### src/hw/rtl/rrefc_pkg.sv
package rrefc_pkg;

  localparam int MAX_ROWS  = 64;
  localparam int MAX_COLS  = 32;
  localparam int FRAC_BITS = 16;

  localparam int ENTRY_W   = 32;
  localparam int ROW_W     = $clog2(MAX_ROWS);
  localparam int COL_W     = $clog2(MAX_COLS);
  localparam int ROW_CFG_W = 7;
  localparam int COL_CFG_W = 6;
  localparam int PIVOT_W   = COL_W + 1;
  localparam int VERDICT_W = 1 + 3 + ROW_W + COL_W;
  localparam int OUT_TDATA_W = ((VERDICT_W + 7) / 8) * 8;

  localparam logic [ENTRY_W-1:0] ENTRY_ONE  = ENTRY_W'(1) << FRAC_BITS;
  localparam logic [PIVOT_W-1:0] PIVOT_NONE = '1;

  typedef enum logic [2:0] {
    REASON_NONE       = 3'd0,
    REASON_NOT_ONE    = 3'd1,
    REASON_NOT_RIGHT  = 3'd2,
    REASON_PIVOT_COL  = 3'd3,
    REASON_AFTER_ZERO = 3'd4
  } rrefc_reason_t;

  typedef struct packed {
    logic [COL_W-1:0]    col_index;
    logic [ROW_W-1:0]    row_index;
    logic                pivot_found_in_row;
    logic [PIVOT_W-1:0]  last_pivot_col;
    logic [MAX_COLS-1:0] column_nonzero_mask;
    logic                zero_row_seen;
    logic                failure_latched;
    rrefc_reason_t       latched_reason;
    logic [ROW_W-1:0]    latched_row;
    logic [COL_W-1:0]    latched_col;
  } rrefc_state_t;

  typedef struct packed {
    logic             is_rref;
    rrefc_reason_t    fail_reason;
    logic [ROW_W-1:0] fail_row;
    logic [COL_W-1:0] fail_col;
  } rrefc_verdict_t;

  localparam rrefc_state_t STATE_RESET = '{
    col_index:           '0,
    row_index:           '0,
    pivot_found_in_row:  1'b0,
    last_pivot_col:      PIVOT_NONE,
    column_nonzero_mask: '0,
    zero_row_seen:       1'b0,
    failure_latched:     1'b0,
    latched_reason:      REASON_NONE,
    latched_row:         '0,
    latched_col:         '0
  };

endpackage

### src/hw/rtl/rrefc_step.sv
module rrefc_step (
  input  rrefc_pkg::rrefc_state_t                 st,
  input  logic [rrefc_pkg::ENTRY_W-1:0]           entry,
  input  logic [rrefc_pkg::ROW_CFG_W-1:0]         rows,
  input  logic [rrefc_pkg::COL_CFG_W-1:0]         cols,
  output rrefc_pkg::rrefc_state_t                 st_next,
  output logic                                    emit,
  output rrefc_pkg::rrefc_verdict_t               verdict
);
  import rrefc_pkg::*;

  logic          nonzero;
  logic          fire;
  rrefc_reason_t fire_reason;
  logic          last_col;
  logic          last_row;
  rrefc_state_t  upd;

  always_comb begin
    nonzero     = (entry != '0);
    fire        = 1'b0;
    fire_reason = REASON_NONE;
    upd         = st;

    if (nonzero) begin
      if (st.zero_row_seen) begin
        fire        = 1'b1;
        fire_reason = REASON_AFTER_ZERO;
      end else if (!st.pivot_found_in_row) begin
        if (entry != ENTRY_ONE) begin
          fire        = 1'b1;
          fire_reason = REASON_NOT_ONE;
        end else if (st.last_pivot_col != PIVOT_NONE &&
                     {1'b0, st.col_index} <= st.last_pivot_col) begin
          fire        = 1'b1;
          fire_reason = REASON_NOT_RIGHT;
        end else if (st.column_nonzero_mask[st.col_index]) begin
          fire        = 1'b1;
          fire_reason = REASON_PIVOT_COL;
        end
        upd.pivot_found_in_row = 1'b1;
        upd.last_pivot_col     = {1'b0, st.col_index};
      end
      upd.column_nonzero_mask[st.col_index] = 1'b1;
    end

    // keep only the first failure of the matrix
    if (fire && !st.failure_latched) begin
      upd.failure_latched = 1'b1;
      upd.latched_reason  = fire_reason;
      upd.latched_row     = st.row_index;
      upd.latched_col     = st.col_index;
    end

    last_col = (COL_CFG_W'({1'b0, st.col_index}) + COL_CFG_W'(1)) >= cols;
    last_row = (ROW_CFG_W'({1'b0, st.row_index}) + ROW_CFG_W'(1)) >= rows;

    verdict.is_rref     = !upd.failure_latched;
    verdict.fail_reason = upd.latched_reason;
    verdict.fail_row    = upd.latched_row;
    verdict.fail_col    = upd.latched_col;

    emit    = 1'b0;
    st_next = upd;
    if (!last_col) begin
      st_next.col_index = st.col_index + COL_W'(1);
    end else begin
      if (!upd.pivot_found_in_row) begin
        st_next.zero_row_seen = 1'b1;
      end
      st_next.pivot_found_in_row = 1'b0;
      st_next.col_index          = '0;
      if (!last_row) begin
        st_next.row_index = st.row_index + ROW_W'(1);
      end else begin
        emit    = 1'b1;
        st_next = STATE_RESET;
      end
    end
  end

endmodule

### config.mk
export PLATFORM = sky130hd
export DESIGN_NAME = rrefc_step
export DESIGN_NICKNAME = d
export VERILOG_FILES = /design/src/hw/rtl/rrefc_pkg.sv /design/src/hw/rtl/rrefc_step.sv
export SDC_FILE = /design/constraint.sdc
export NUM_CORES = 1
export LEC_CHECK = 0
export BUFFER_PORTS_ARGS = -buffer_cell sky130_fd_sc_hd__buf_2
export CORE_MARGIN = 4
export CORE_UTILIZATION = 36
export DETAILED_ROUTE_END_ITERATION = 8
export PLACE_DENSITY = 0.8
export RECOVER_POWER = 25
export SLEW_MARGIN = 15
export SYNTH_ARGS = -nofsm -noshare
export SYNTH_HDL_FRONTEND = slang
export SYNTH_SLANG_ARGS = --single-unit
### constraint.sdc
create_clock -name vclk -period 2.4
set_clock_uncertainty 0.15 [all_clocks]
set_input_delay 0.12 -clock vclk [all_inputs]
set_output_delay 0.12 -clock vclk [all_outputs]
set_load 0.005 [all_outputs]
==> impl_metrics.toml <==
[outcome]
status = "finished, violations left"
violations_in_the_final_reports = "negative setup slack"

[route]
wirelength_routed_um = 13100
wire_per_inst_um = 20.7
detailroute.via_count = 3909
remaining_drc_errors = 0
detailroute.wirelength.met2_um = 6590
detail_route.first_pass.iterations = 5
wirelength_met1_um = 4630
drt-vias-per-instance = 6.16
wl_met3_um = 1210
drt.antenna.violating_nets = 0
topRoutingLayerUsed = "met4"
drt_iter0_drc = 330

[place]
number_of_cells_after_detailed_placement = 602
dpl.hpwl_um = 8350
port_buffers = 193
final_wtd_congestion = 0.970
place_ws_ns = -0.226

[sta]
total_setup_violations_reported_at_the_end_of_the_flow = 47
final_hold_slack_ns = 0.359
grt_setup_unrepaired = "yes"
slew_margin_rel = 0.555
final-max-slew-violation-count = 0
hold_viol_final = 0
final_period_minus_worst_setup_slack_ns = 2.52
layout_setup_ws_ns = -0.124
worst_pin_slew_ns = 0.663
timing.fmax_mhz = 396
post-route-period-util = 1.05

[critical_path]
worstPathMaxFanout = 8
crit_chain = "buf_2 > nor4_2 > nand4_1 > buf_6 > or3_4 > a21boi_4 > o211ai_4 > buf_6 > mux2_4 > a21boi_2 > buf_2"
worst_path_largest_cell_delay_ns = 0.39
worstPathRequired_ns = 2.13
cp-end-kind = "output pin"
path_delay_family = "simple AND/OR/NAND/NOR gates"
crit_type = "input pin to output pin"
worstPathBufferInverterCount = 4
path_depth = 11
worst_ep_arrival_time_ns = 2.25
critical-path-slowest-cell = "sky130_fd_sc_hd__or3_4"
cp-start-kind = "input pin"

[die]
design.core.area_um2 = 5920
placementRows = 28
die_width_um = 86.3
fp.dieArea_um2 = 7450
die_height_um = 86.3
initial_utilization = 0.373
ioPinCount = 193

[grt]
grt_remaining_overflow = 0
antenna_found_initial = 0
pin_count_of_the_biggest_net_entering_global_routing = 33
grt_pass1_wl_um = 17900
via_count_of_the_first_global_routing_pass = 3729
globalRouteTotalUtil = 0.293

[pwr]
switching_share = 0.483
peakVddDrop_v = 0.000144
intPower_mw = 0.628
net-switching-power_mw = 0.586
clockPowerShare = 0
sequentialPowerShare = 0
power-per-cell-area_nw_per_um2 = 255
power.share.combinational = 1.000
post-layout-total-power_mw = 1.21
leakage_component_of_the_power_nw = 2.32

[synthesis]
netlist.area_leader.share = 0.130
ys_top_cells_by_area = "sky130_fd_sc_hd__ha_1 (13%), sky130_fd_sc_hd__a21oi_1 (9.5%), sky130_fd_sc_hd__a31oi_1 (8.2%), sky130_fd_sc_hd__mux2i_1 (8.2%), sky130_fd_sc_hd__inv_1 (4.1%)"
yosys_top_cell_by_area = "sky130_fd_sc_hd__ha_1"
post_synthesis_instance_area_um2 = 2210
sequential_area_share_after_synthesis = 0
ys.warnings.count = 0
synth_nets = 458
post_synth.cell_area_avg_um2 = 6.82
post_synth_inst_count = 324
post_synth_num_cell_types = 46

[finish]
fin_nets = 696
finalNonFillerCells = 635
sequential_cell_area_um2 = 0
sequential_cell_total = 0
utilization = 0.803
area.growth.synth_to_final_pct = 115
final_layout_size_suffix_gt1_frac = 0.700
final.clkbuf_count = 0
antenna_cells = 0

[clocking]
cts_hold_buffers = 0

[hold_path]
type_of_the_tightest_min_delay_check = "input pin to output pin"
worst_hold_path.num_cells = 3

[run]
max_cap_viol_count = 0
cells by family after synthesis:
group           Yosys count  synth area share
compound gates          128             0.382
simple gates             80             0.187
buf+inv                  56             0.120
mux                      30             0.153
fa+ha+maj                23             0.130
xor+xnor                  7            0.0278
Yosys cell counts, types with 3 or more instances:
master,count
sky130_fd_sc_hd__o21a_1,3
sky130_fd_sc_hd__nand3_1,5
sky130_fd_sc_hd__nand2_1,22
sky130_fd_sc_hd__a41oi_1,4
sky130_fd_sc_hd__a21o_1,5
sky130_fd_sc_hd__xor2_1,3
sky130_fd_sc_hd__mux2i_1,18
sky130_fd_sc_hd__clkbuf_1,17
sky130_fd_sc_hd__a221oi_1,7
sky130_fd_sc_hd__nand2b_1,4
sky130_fd_sc_hd__o22ai_1,3
sky130_fd_sc_hd__nor3_1,7
sky130_fd_sc_hd__a31oi_1,29
sky130_fd_sc_hd__mux2_2,6
sky130_fd_sc_hd__nor4_1,7
sky130_fd_sc_hd__buf_6,3
sky130_fd_sc_hd__mux2_4,6
sky130_fd_sc_hd__a21boi_1,7
sky130_fd_sc_hd__o21ai_0,10
sky130_fd_sc_hd__nor2_1,13
sky130_fd_sc_hd__nand4_1,4
sky130_fd_sc_hd__o221ai_1,4
sky130_fd_sc_hd__nor3b_1,4
sky130_fd_sc_hd__and3b_1,3
sky130_fd_sc_hd__inv_1,24
sky130_fd_sc_hd__xnor2_1,4
sky130_fd_sc_hd__and3_1,4
sky130_fd_sc_hd__ha_1,23
sky130_fd_sc_hd__buf_1,7
sky130_fd_sc_hd__buf_2,3
sky130_fd_sc_hd__and2_1,4
sky130_fd_sc_hd__a21boi_0,6
sky130_fd_sc_hd__a21oi_1,42
final timing paths:
check	slack, ns	from	to
worst max-delay path	-0.12	entry[13]	st_next[8]
worst min-delay path	0.36	st[14]	verdict[14]
power groups by stage:
stage | registers (mW) | logic, mW | clock network [mW]
finish | 0 | 1.21 | 0
global route | 0 | 1.28 | 0
CTS | 0 | 1.06 | 0
detailed placement | 0 | 0.772 | 0
global placement | 0 | 0.745 | 0
floorplan | 0 | 0.387 | 0
area by class of cell:
type / instances / area (µm²)
Tap cell: 75 / 93.8
Multi-Input combinational cell: 268 / 2620
Fill cell: 379 / 1170
Inverter: 24 / 92.6
Timing Repair Buffer: 268 / 1950
what timing repair did:
item,in CTS,in global routing
resized for setup,129,78
pin swaps,38,42
setup endpoints to repair,79,79
gates cloned,9,3
setup buffers,19,6
layout by cell type, fill, tap and decap left out, drive strengths merged, types with 3 or more instances in the layout:
master	count
inv	24
o21ai	11
and2	4
and3	4
a21oi	42
mux2i	18
a21o	5
ha	23
nor4	7
nor2	13
a221oi	8
nand3	5
buf	265
nand4	4
mux2	12
nand2b	4
xnor2	4
nor3	7
xor2	3
and3b	3
o221ai	5
nand2	22
nor3b	4
a31oi	29
a41oi	4
o22ai	3
a21boi	14
clkbuf	3
o21a	3
metal layers:
layer	GRT usage	vias to the layer above
met5	0	-
met3	0.0513	71
met2	0.549	289
li1	-	1712
met4	0.0822	0
met1	0.338	1837
through the flow:
step,TNS (ns),cell area [µm²]
floorplan,-0.00981,2220
global placement,-4.61,3470
detailed placement,-8.43,3470
CTS,-1.51,4350
global route,-7.78,4750
finish,-2.45,4750
No activity file was read; power rests on OpenSTA's default activity.
